## src/icaf_pkg.sv

```systemverilog
// Shared constants, register indexes and helper functions for the attitude filter.
// No dependencies; imported by icaf_cordic and the top level.
package icaf_pkg;

    // Configuration register indexes
    localparam logic [2:0] CFG_GYRO_X = 3'd0;
    localparam logic [2:0] CFG_GYRO_Y = 3'd1;
    localparam logic [2:0] CFG_GYRO_Z = 3'd2;
    localparam logic [2:0] CFG_WEIGHT = 3'd3;
    localparam logic [2:0] CFG_PERIOD = 3'd4;

    localparam logic [15:0] WEIGHT_RESET = 16'd62259;
    localparam logic [23:0] PERIOD_RESET = 24'd83886;

    // Rate scaling: round(x / (16*131*256)), done as a 4096 shift then divide by 131.
    // The divide multiplies by ceil(2^31/131) and keeps bits 47:31; exact below 2^24.
    localparam logic [44:0] RATE_ROUND = 45'd268288;
    localparam logic [8:0]  RATE_DIV   = 9'd131;
    localparam logic [23:0] RATE_RECIP = 24'd16393005;
    localparam int          SQRT_BITS  = 24;

    // 90 degrees in Q16.16
    localparam logic signed [25:0] DEG90 = 26'sd5898240;

    // atan(2^-i) in Q16.16 degrees
    function automatic logic [21:0] atan_entry(input logic [4:0] idx);
        logic [21:0] v;
        begin
            case (idx)
                5'd0:    v = 22'd2949120;
                5'd1:    v = 22'd1740967;
                5'd2:    v = 22'd919879;
                5'd3:    v = 22'd466945;
                5'd4:    v = 22'd234379;
                5'd5:    v = 22'd117304;
                5'd6:    v = 22'd58666;
                5'd7:    v = 22'd29335;
                5'd8:    v = 22'd14668;
                5'd9:    v = 22'd7334;
                5'd10:   v = 22'd3667;
                5'd11:   v = 22'd1833;
                5'd12:   v = 22'd917;
                5'd13:   v = 22'd458;
                5'd14:   v = 22'd229;
                5'd15:   v = 22'd115;
                5'd16:   v = 22'd57;
                5'd17:   v = 22'd29;
                5'd18:   v = 22'd14;
                5'd19:   v = 22'd7;
                5'd20:   v = 22'd4;
                5'd21:   v = 22'd2;
                5'd22:   v = 22'd1;
                default: v = 22'd0;
            endcase
            return v;
        end
    endfunction

    // Clamp to the signed Q16.16 range
    function automatic logic signed [31:0] sat_q16(input logic signed [35:0] v);
        logic signed [31:0] r;
        begin
            if (v > 36'sd2147483647)
                r = 32'sh7FFFFFFF;
            else if (v < -36'sd2147483648)
                r = 32'sh80000000;
            else
                r = v[31:0];
            return r;
        end
    endfunction

endpackage

```

## src/icaf_cordic.sv

```systemverilog
// Vectoring CORDIC that returns atan2(y, x) in Q16.16 degrees, one micro-rotation a cycle.
// Depends on icaf_pkg for the angle table and the 90 degree constant.
module icaf_cordic
    import icaf_pkg::*;
#(
    parameter int STEPS = 16
)
(
    input  logic                clk,
    input  logic                rst_n,
    input  logic                start,
    input  logic signed [24:0]  y_in,
    input  logic signed [24:0]  x_in,
    output logic                done,
    output logic signed [25:0]  z_out
);

    localparam int CW = $clog2(STEPS);

    typedef enum logic { C_IDLE, C_RUN } cstate_t;

    cstate_t                state_reg;
    logic signed [27:0]     x_reg;
    logic signed [27:0]     y_reg;
    logic signed [25:0]     z_reg;
    logic [CW-1:0]          ctr_reg;
    logic                   done_reg;

    logic signed [27:0]     xi;
    logic signed [27:0]     yi;
    logic signed [27:0]     dx;
    logic signed [27:0]     dy;
    logic signed [25:0]     at;

    assign xi = 28'(x_in);
    assign yi = 28'(y_in);
    assign dx = y_reg >>> ctr_reg;
    assign dy = x_reg >>> ctr_reg;
    assign at = $signed({4'b0, atan_entry(5'(ctr_reg))});

    // Load, pre-rotate into the right half plane, then iterate
    always_ff @(posedge clk or negedge rst_n)
    begin
        if (!rst_n)
        begin
            state_reg <= C_IDLE;
            ctr_reg   <= '0;
            done_reg  <= 1'b0;
        end
        else
        begin
            done_reg <= 1'b0;
            case (state_reg)
                C_IDLE:
                begin
                    if (start)
                    begin
                        ctr_reg <= '0;
                        if (x_in == 25'sd0 && y_in == 25'sd0)
                        begin
                            z_reg    <= '0;
                            done_reg <= 1'b1;
                        end
                        else
                        begin
                            state_reg <= C_RUN;
                            if (x_in < 0)
                            begin
                                if (y_in >= 0)
                                begin
                                    x_reg <= yi;
                                    y_reg <= -xi;
                                    z_reg <= DEG90;
                                end
                                else
                                begin
                                    x_reg <= -yi;
                                    y_reg <= xi;
                                    z_reg <= -DEG90;
                                end
                            end
                            else
                            begin
                                x_reg <= xi;
                                y_reg <= yi;
                                z_reg <= '0;
                            end
                        end
                    end
                end
                C_RUN:
                begin
                    if (y_reg >= 0)
                    begin
                        x_reg <= x_reg + dx;
                        y_reg <= y_reg - dy;
                        z_reg <= z_reg + at;
                    end
                    else
                    begin
                        x_reg <= x_reg - dx;
                        y_reg <= y_reg + dy;
                        z_reg <= z_reg - at;
                    end
                    if (ctr_reg == CW'(STEPS - 1))
                    begin
                        state_reg <= C_IDLE;
                        done_reg  <= 1'b1;
                    end
                    else
                    begin
                        ctr_reg <= ctr_reg + 1'b1;
                    end
                end
                default:
                begin
                    state_reg <= C_IDLE;
                end
            endcase
        end
    end

    assign done  = done_reg;
    assign z_out = z_reg;

endmodule

```

## config.mk

```make
export PLATFORM = sky130hd
export DESIGN_NAME = icaf_cordic
export DESIGN_NICKNAME = d
export VERILOG_FILES = /design/src/icaf_pkg.sv /design/src/icaf_cordic.sv
export SDC_FILE = /design/constraint.sdc
export NUM_CORES = 1
export LEC_CHECK = 0
export BUFFER_PORTS_ARGS = -buffer_cell sky130_fd_sc_hd__buf_2
export CAP_MARGIN = 20
export CORE_UTILIZATION = 40
export CTS_CLUSTER_SIZE = 30
export DETAILED_ROUTE_END_ITERATION = 8
export GPL_ROUTABILITY_DRIVEN = 0
export SETUP_SLACK_MARGIN = 0.02
export SKIP_LAST_GASP = 1
export SLEW_MARGIN = 20
export SYNTH_ARGS = -nofsm -noshare
export SYNTH_HDL_FRONTEND = slang
export SYNTH_SLANG_ARGS = --single-unit
```

## constraint.sdc

```tcl
create_clock -name clk -period 15.6 [get_ports clk]
set_input_delay 1.56 -clock clk [delete_from_list [all_inputs] [get_ports clk]]
set_output_delay 1.56 -clock clk [all_outputs]
set_load 0.02 [all_outputs]
```

======== After elaboration in Yosys (flattened, before gate mapping) ========
Memories as Yosys holds them, arrays and structs flattened.
Cells that the tools add are included.
W data, S select, Z words.
storage, ports and cells
  logic and storage cells ................. 61
  ROM bits ................................ 352
  memories ................................ 1
  bits of input ports ..................... 53
  output and inout bits ................... 27
  register bits after elaboration ......... 88
cells by class
  magnitude comparators ................... 3
  add/sub/neg operators ................... 9
  equality and inequality tests ........... 4
  muxes and demuxes ....................... 29
  reductions and logical operators ........ 6
  bitwise logic cells ..................... 1
  shift operators ......................... 2
memories
  name             depth  width  read ports  clocked after Yosys merged registers in  write ports  line            text
  (no name shown)  16     22     1           0                                        0            icaf_pkg.sv:29  case (idx)
operators with widths
  operator               count
  $mux W28               10
  $mux W26               5
  $pmux W28 S2           2
  $add A28 B28 Y28       2
  $neg A25 Y28           2
  $sshr A28 B4 Y28       2
  $sub A28 B28 Y28       2
  $pmux W26 S2           1
  $logic_not A25 Y1      2
  $ge A28 B1 Y1 const B  1
  $add A26 B23 Y26       1
  $sub A26 B23 Y26       1
  $ge A25 B1 Y1 const B  1
  $lt A25 B1 Y1 const B  1
  $mux W4                2
  $pmux W4 S2            1
  $mux W1                6
  $ne A2 B2 Y1 const B   3
  $add A4 B1 Y4 const B  1
  $eq A4 B4 Y1 const B   1
  $pmux W1 S2            2
  $reduce_and A2 Y1      2
  $reduce_and A3 Y1      1
  $logic_and A1 B1 Y1    1
  $not A1 Y1             1

======== Depth between registers and ports, before layout ========
Gate-level depths: netlist of run 1.
  depth in word-level cells ............... 6
  gate-level depth with buffers ........... 27
  depth with buffers taken out ............ 21

======== Least setup slack after synthesis of run 1 ========
OpenSTA, ideal clock, no wires.
  path type ............................... register to register
  from .................................... reg ctr_reg[2]
  to ...................................... reg y_reg[27], data pin
  library setup time ...................... 256 ps
  path buffers ............................ 5
  stages on the path, launching flop included .. 25
  setup slack ............................. 9969 ps
  required time ........................... 15344 ps
  data arrival time ....................... 5375 ps
  clock period less this slack ............ 5631 ps
  path through ............................ dfrtp_1 clkbuf_1 clkbuf_1 clkbuf_1 buf_2 buf_1 nor3_1 a21oi_1 ha_1 inv_1 nor3b_2 nand4_1 or3_4 nand2_1 xor2_1 ha_1 a21o_1 a21o_1 a21oi_1 o22ai_1 a211oi_1 nor3_1 a2111oi_0 o31ai_1 a31o_2
between the ends
  word-level cells in the longest chain between the ends .. 4
  elaborated cells on any way between the ends .. 5
  those cells by class .................... add/sub (2); shift (1); mux (2)
RTL lines
  item                                                         line                                   text
  start, declared                                              icaf_cordic.sv:26                      logic [CW-1:0] ctr_reg;
  start signal, assigned                                       icaf_cordic.sv:112                     ctr_reg <= ctr_reg + 1'b1;
  $sshr A28 B4 Y28 *                                           icaf_cordic.sv:38                      assign dy = x_reg >>> ctr_reg;
  $add A28 B28 Y28 / $sub A28 B28 Y28 (equally long branches)  icaf_cordic.sv:102, icaf_cordic.sv:96
  $mux W28 *                                                   icaf_cordic.sv:93                      if (y_reg >= 0)
  $pmux W28 S2 *                                               icaf_cordic.sv:53                      case (state_reg)
  end signal, assigned                                         icaf_cordic.sv:72                      y_reg <= -xi;
  end signal, assigned                                         icaf_cordic.sv:96                      y_reg <= y_reg - dy;
  end signal, assigned                                         icaf_cordic.sv:102                     y_reg <= y_reg + dy;
  end, declared                                                icaf_cordic.sv:24                      logic signed [27:0] y_reg;
Mark *: on every way between the ends. The rest lies on a longest branch, timed or not.
A chain may end at the register's enable or synchronous reset.

======== Final worst setup path of run 1 ========
  from .................................... reg ctr_reg[0]
  to ...................................... reg y_reg[27], data pin
The elaborated chain is that of the path after synthesis.

==> results.md, run 1 <==
* Buf/Inv on CP at 1
* Largest net degree at the start of global routing at 77
* Netlist Area Pre-Place at 14000 sq um
* CTS Buf Count at 9
* First-pass GRT wire length at 70500 microns
* Clock Latency Late Sink at 370 ps
* CTS tree: built
* #FFs+latches synth at 88
* Post-CTS Hold Buffers at 0
* Final setup vio count at 0
* Area growth syn-to-layout at 6.98%
* Maximum clock rate at 141 MHz
* Failing checks: design-rule violations
* Most used cell, CP: a211oi_1
* Unrepaired setup endpoints after global routing: false
* Hold WC Path Type: flip-flop to flip-flop
* DR iter-0 viols at 1344
* Hold slack at 708 ps
* Crit path launch type: flip-flop
* Fin Clk Skew at 10.8 ps
* Synth warn at 0
* CP Capture Type: flip-flop
* Final TNS setup at 0 ps
* Crit path max-delay cell type: buf_4
* Post-synth top area cell: edfxtp_1
* Yosys top cell area share at 17.6%
* # diodes at 0
* Row Count at 68
* Delay-heaviest family, CP: compound AO/OA/AOI/OAI gates
* Share of layout cells above drive strength 1 at 13.3%
* Nets at 1839
* Mapped Nets at 1830
* Critical path class: flip-flop to flip-flop
* Via Count at 13400
* Final Max Tran Viols at 0
* Avg Cell Area, Syn at 8.33 sq um
* Post-layout min period at 7070 ps
* Headroom to the max-slew limit at 32.9%
* Slew @ Worst Pin at 996 ps
* Drt pass-1 iters at 8
* Final Hold Fails at 0
* Routed WL per cell at 21.1 microns
* Post-CTS Setup Bufs at 0
* Syn Inst Count at 1676
* Avg Vias per Cell at 6.26
* GRT Total Usage at 25.1%
* Multi-input logic area at 10700 sq um
* Core area at 34500 sq um
* Top Ports at 80
* Max-cap violations at 0
* Drt drc at 1
* Register area at 2620 sq um
* Final period utilization at 45.3%
* Die Span Y at 189 microns
* Initial antenna violation count at 3
* Starting Density at 40.5%
* Chip width at 189 microns
* Die Area at 35700 sq um
* Layout fillers at 3425
* Commonest cells post-synth: nand2_1, o21ai_0, nor2_1
* Post-synthesis sequential area ratio at 18.7%
* Post-synth EDFFs at 82
* CTS sink cnt at 88
* Largest cells by area after synthesis: edfxtp_1, mux4_2, ha_1
* Grt total ovfl at 0
* CP peak stage delay at 800 ps
* CP Cell Sequence: buf_4 > mux4_2 > a222oi_1 > or3b_1 > a211oi_1 > nand4_1 > or3_1 > o21ai_0 > xnor2_1 > ha_1 > a21o_1 > a21oi_1 > o22ai_1 > a211oi_1 > nor3_1 > a2111oi_0 > o31ai_1 > a31o_2
* Most common cell in the synthesized netlist: nand2_1
* WP data required at 15730 ps
* H-Tree Depth at 3
* Routed Wire Length at 45200 microns
* Clock root buffer: clkbuf_16
* Port Buf Inserts at 79
* Max Buffers Root-to-Sink at 2
* Post-route ant nets at 0
* Clock transition at path regs at 70 ps
* Number of global-route vias before repair at 12400
* Status: finished, violations left
* HPWL Detailed at 34500 microns
* Critical path peak fanout at 61
* Yosys cell types at 83
* WP data arrival at 7200 ps
* Top_reg_cell synth: edfxtp_1
* FFs w/ async S/R, synth at 6.82%
* Post-CTS sizing at 0
==> kinds of logic (layout without fill, tap and decap cells) <==
logic type	after synthesis	count (layout)	share of synthesized area [%]
compound gates	525	525	23.7
fa+ha+maj	101	101	9.21
mux	142	142	15.9
buf+inv	146	160	4.40
simple gates	510	510	17.8
xor+xnor	164	164	10.3
flops	88	88	18.7
==> layout make-up <==
| cell class | instances | area share (%) |
|---|---|---|
| Clock buffer | 10 | 1.53 |
| Sequential cell | 88 | 17.6 |
| Multi-Input combinational cell | 1442 | 71.9 |
| Clock inverter | 6 | 0.486 |
| Inverter | 49 | 1.23 |
| Tap cell | 455 | 3.81 |
| Timing Repair Buffer | 95 | 3.45 |
==> worst register-to-register path, cell delays in order, from the launching register on <==
cell and delay (ps):
dfrtp_4 770, buf_4 810, mux4_2 660, a222oi_1 450, or3b_1 420, a211oi_1 430
nand4_1 270, or3_1 390, o21ai_0 200, xnor2_1 160, ha_1 310, a21o_1 180
a21oi_1 180, o22ai_1 120, a211oi_1 400, nor3_1 110, a2111oi_0 530, o31ai_1 160
a31o_2 270
==> final timing paths <==
kind / start / endpoint / slack, ps / cells past startpoint
max reg2reg: ctr_reg[0]$_DFFE_PN0P_ / y_reg[27]$_DFFE_PP_ / 8530 / 18
max in group asynchronous: rst_n / ctr_reg[0]$_DFFE_PN0P_ / 14400 / 1
min reg2reg: z_out[0]$_SDFFCE_PN0P_ / z_out[0]$_SDFFCE_PN0P_ / 710 / 2
min: z_out[0]$_SDFFCE_PN0P_ / z_out[0]$_SDFFCE_PN0P_ / 710 / 2
min in group asynchronous: rst_n / done$_DFF_PN0_ / 1010 / 1
max: ctr_reg[0]$_DFFE_PN0P_ / y_reg[27]$_DFFE_PP_ / 8530 / 18
==> routing by layer <==
layer	GRT usage [%]	vias to the layer above	routed length (microns)	part of all wire, %
li1	-	6357	-	-
met1	34.8	6493	20000	44
met2	40.2	496	20900	46
met3	3.76	69	3250	7.2
met4	7.41	2	1080	2.4
met5	0	-	8	0.018
==> cell usage in the layout, fill, tap and decap left out, types with 7 or more instances in the layout <==
| cell type | Yosys | layout |
|---|---|---|
| xnor2_1 | 97 | 97 |
| nor4_1 | 17 | 17 |
| edfxtp_1 | 82 | 82 |
| o22ai_1 | 15 | 15 |
| clkbuf_16 | 0 | 9 |
| a22oi_1 | 8 | 8 |
| a31oi_1 | 19 | 19 |
| mux4_2 | 55 | 55 |
| or2_2 | 11 | 11 |
| o41ai_1 | 7 | 7 |
| o21ai_0 | 174 | 174 |
| o211ai_1 | 19 | 19 |
| nand2b_1 | 22 | 22 |
| nand4_1 | 15 | 15 |
| inv_1 | 45 | 45 |
| mux2_2 | 29 | 29 |
| and3_1 | 14 | 14 |
| a21o_1 | 42 | 42 |
| a211o_1 | 7 | 7 |
| nor2b_1 | 20 | 19 |
| nand2_1 | 177 | 177 |
| and2_1 | 11 | 11 |
| o31ai_1 | 20 | 20 |
| nor2_1 | 107 | 107 |
| o21bai_1 | 16 | 16 |
| a21oi_1 | 103 | 103 |
| nand3_1 | 36 | 36 |
| o21a_1 | 12 | 12 |
| a211oi_1 | 22 | 22 |
| buf_2 | 16 | 79 |
| buf_4 | 2 | 16 |
| mux2i_1 | 53 | 53 |
| xor2_1 | 67 | 67 |
| or4_1 | 8 | 8 |
| or3_1 | 23 | 23 |
| nor3_1 | 26 | 26 |
| ha_1 | 98 | 98 |
==> metrics by stage <==
step / cells / cell area [sq um] / util [%] / setup slack, ps
finish: 2145 / 14900 / 43.4 / 8530
global route: 2145 / 14900 / 43.4 / 7890
CTS: 2145 / 14900 / 43.4 / 8620
detailed placement: 2129 / 14600 / 42.5 / 8660
global placement: 2129 / 14600 / 42.5 / 8780
floorplan: 1676 / 14000 / - / 9970
Power of run 1 is not shown: default switching activity piles up to over one toggle a cycle in this logic, so the estimate is an artifact.
==> inputs of run 2 (changes only) <==
clock period = 6.78 ns   (was 15.6 ns; I/O delays follow)
==> results.md, run 2 (synthesized netlist as in run 1, its figures left out) <==
* Hold WC Path Type: primary input to asynchronous set/reset pin (was flip-flop to flip-flop)
* Grt total ovfl at 0 (unchanged)
* Buf/Inv on CP at 2 (was 1)
* WP data required at 7030 ps (was 15730 ps)
* HPWL Detailed at 35700 microns (was 34500 microns)
* Row Count at 68 (unchanged)
* Post-CTS Setup Bufs at 0 (unchanged)
* Core area at 34500 sq um (unchanged)
* Final period utilization at 93.1% (was 45.3%)
* Fin Clk Skew at 12.7 ps (was 10.8 ps)
* Post-CTS sizing at 0 (unchanged)
* Area growth syn-to-layout at 8.10% (was 6.98%)
* Top Ports at 80 (unchanged)
* Routed wl met3 at 3190 microns (was 3250 microns)
* GRT Total Usage at 25.4% (was 25.1%)
* Routed Wire Length at 45900 microns (was 45200 microns)
* Port Buf Inserts at 79 (unchanged)
* Drt drc at 2 (was 1)
* Unrepaired setup endpoints after global routing: false (unchanged)
* Post-CTS Hold Buffers at 0 (unchanged)
* DR iter-0 viols at 1242 (was 1344)
* Post-layout min period at 6310 ps (was 7070 ps)
* Post-route ant nets at 0 (unchanged)
* Failing checks: design-rule violations (unchanged)
* Clock transition at path regs at 70 ps (about the same)
* Met2 wire length at 20800 microns (was 20900 microns)
* Critical path class: flip-flop to flip-flop (unchanged)
* Max-cap violations at 0 (unchanged)
* CP Capture Type: flip-flop (unchanged)
* Slew @ Worst Pin at 944 ps (was 996 ps)
* CTS sink cnt at 88 (unchanged)
* Maximum clock rate at 158 MHz (was 141 MHz)
* H-Tree Depth at 3 (unchanged)
* Number of global-route vias before repair at 12400 (about the same)
* Final setup vio count at 0 (unchanged)
* WP data arrival at 6560 ps (was 7200 ps)
* CP peak stage delay at 790 ps (was 800 ps)
* Commonest non-fill, non-tap cells in the layout: nand2_1, o21ai_0, nor2_1 (unchanged)
* Crit path max-delay cell type: dfrtp_4 (was buf_4)
* Clock root buffer: clkbuf_16 (unchanged)
* Headroom to the max-slew limit at 36.9% (was 32.9%)
* DRT met1 WL at 20400 microns (was 20000 microns)
* Initial antenna violation count at 0 (was 3)
* Die Area at 35700 sq um (unchanged)
* CP Cell Sequence: buf_12 > mux2_2 > mux4_2 > o21ai_0 > ha_1 > nand2_1 > nor4b_1 > buf_4 > nand2_1 > o21ai_0 > xor2_1 > ha_1 > and4_1 > and2_1 > and3_1 > a31oi_1 > o2111ai_1 > a2111oi_0 > nor3_1 > or3_1 > nand2_1 (was buf_4 > mux4_2 > a222oi_1 > or3b_1 > a211oi_1 > nand4_1 > or3_1 > o21ai_0 > xnor2_1 > ha_1 > a21o_1 > a21oi_1 > o22ai_1 > a211oi_1 > nor3_1 > a2111oi_0 > o31ai_1 > a31o_2)
* Worst R2R Start: ctr_reg[0]$_DFFE_PN0P_ (unchanged)
* CTS Buf Count at 9 (unchanged)
* Largest net degree at the start of global routing at 59 (was 77)
* Most used cell, CP: nand2_1 (was a211oi_1)
* Critical path peak fanout at 34 (was 61)
* Most common cell after layout, fill and taps aside: nand2_1 (unchanged)
* Chip width at 189 microns (unchanged)
* Starting Density at 40.5% (unchanged)
* Top routing layer in use: met4 (was met5)
* Avg Vias per Cell at 6.24 (was 6.26)
* CTS tree: built (unchanged)
* Via Count at 13500 (was 13400)
* Worst setup path start: ctr_reg[0]$_DFFE_PN0P_ (unchanged)
* Delay-heaviest family, CP: simple AND/OR/NAND/NOR gates (was compound AO/OA/AOI/OAI gates)
* Nets at 1859 (was 1839)
* Clock Latency Late Sink at 380 ps (was 370 ps)
* First-pass GRT wire length at 71000 microns (was 70500 microns)
* Final Hold Fails at 0 (unchanged)
* Die Span Y at 189 microns (unchanged)
* Status: finished, violations left (unchanged)
* Crit path launch type: flip-flop (unchanged)
* Final TNS setup at 0 ps (unchanged)
* Routed WL per cell at 21.2 microns (was 21.1 microns)
* Final Max Tran Viols at 0 (unchanged)
* Share of layout cells above drive strength 1 at 14.3% (was 13.3%)
* Max Buffers Root-to-Sink at 2 (unchanged)
* Drt pass-1 iters at 8 (unchanged)
run 2: cell types whose count changed in the layout (fill, tap and decap cells not counted), sizes merged:
cell	previous run	this run
buf	95	115
clkbuf	10	9
clkinv	4	6
diode	0	1
inv	49	47
run 2: area by class of cell:
class | instances | area [sq um]
fillers | 3388 | 19400
clock inverters | 6 | 67.6
clock buffers | 9 | 225
diodes | 1 | 2.50
repair buffers | 115 | 678
inverters | 49 | 184
multi-input cells | 1442 | 10700
well taps | 455 | 569
flip-flops and latches | 88 | 2620
run 2: path summary, 6_finish.rpt:
path	depth (start not counted)	slack [ps]	endpoint
max	21	470	x_reg[27]$_DFFE_PP_
min	1	130	done$_DFF_PN0_
max reg2reg	21	470	x_reg[27]$_DFFE_PP_
min reg2reg	2	690	z_out[0]$_SDFFCE_PN0P_
max in group asynchronous	1	6450	ctr_reg[0]$_DFFE_PN0P_
min in group clk	2	600	done$_DFF_PN0_
run 2: metal layers:
| metal | GRT usage [%] | vias to the layer above |
|---|---|---|
| met5 | 0 | - |
| met4 | 9.80 | 0 |
| met3 | 4.06 | 90 |
| met2 | 39.6 | 554 |
| met1 | 35.1 | 6488 |
| li1 | - | 6385 |
run 2: stage by stage:
step           setup WS [ps]  util, %  instances  instance area [sq um]  hold slack (ps)
6_report                 468     43.8       2165                  15100              134
5_1_grt                 25.8     43.8       2164                  15100              138
4_1_cts                  572     43.8       2164                  15100              128
3_5_place_dp             626     42.9       2149                  14800              533
3_3_place_gp             710     42.9       2149                  14800              536
2_1_floorplan           1150        -       1676                  14000              382
run 2: worst register-to-register path: cells and delay by family, from the launching register on:
family	cells	cell delay, ps
DFF	1	790
AOI/OAI and AO/OA	5	1290
buffers and inverters	2	550
and+or+nand+nor	9	1830
adders and majority gates	2	610
muxes	2	880
xor gates and xnor gates	1	230
Power of run 2 is left out for the same reason.
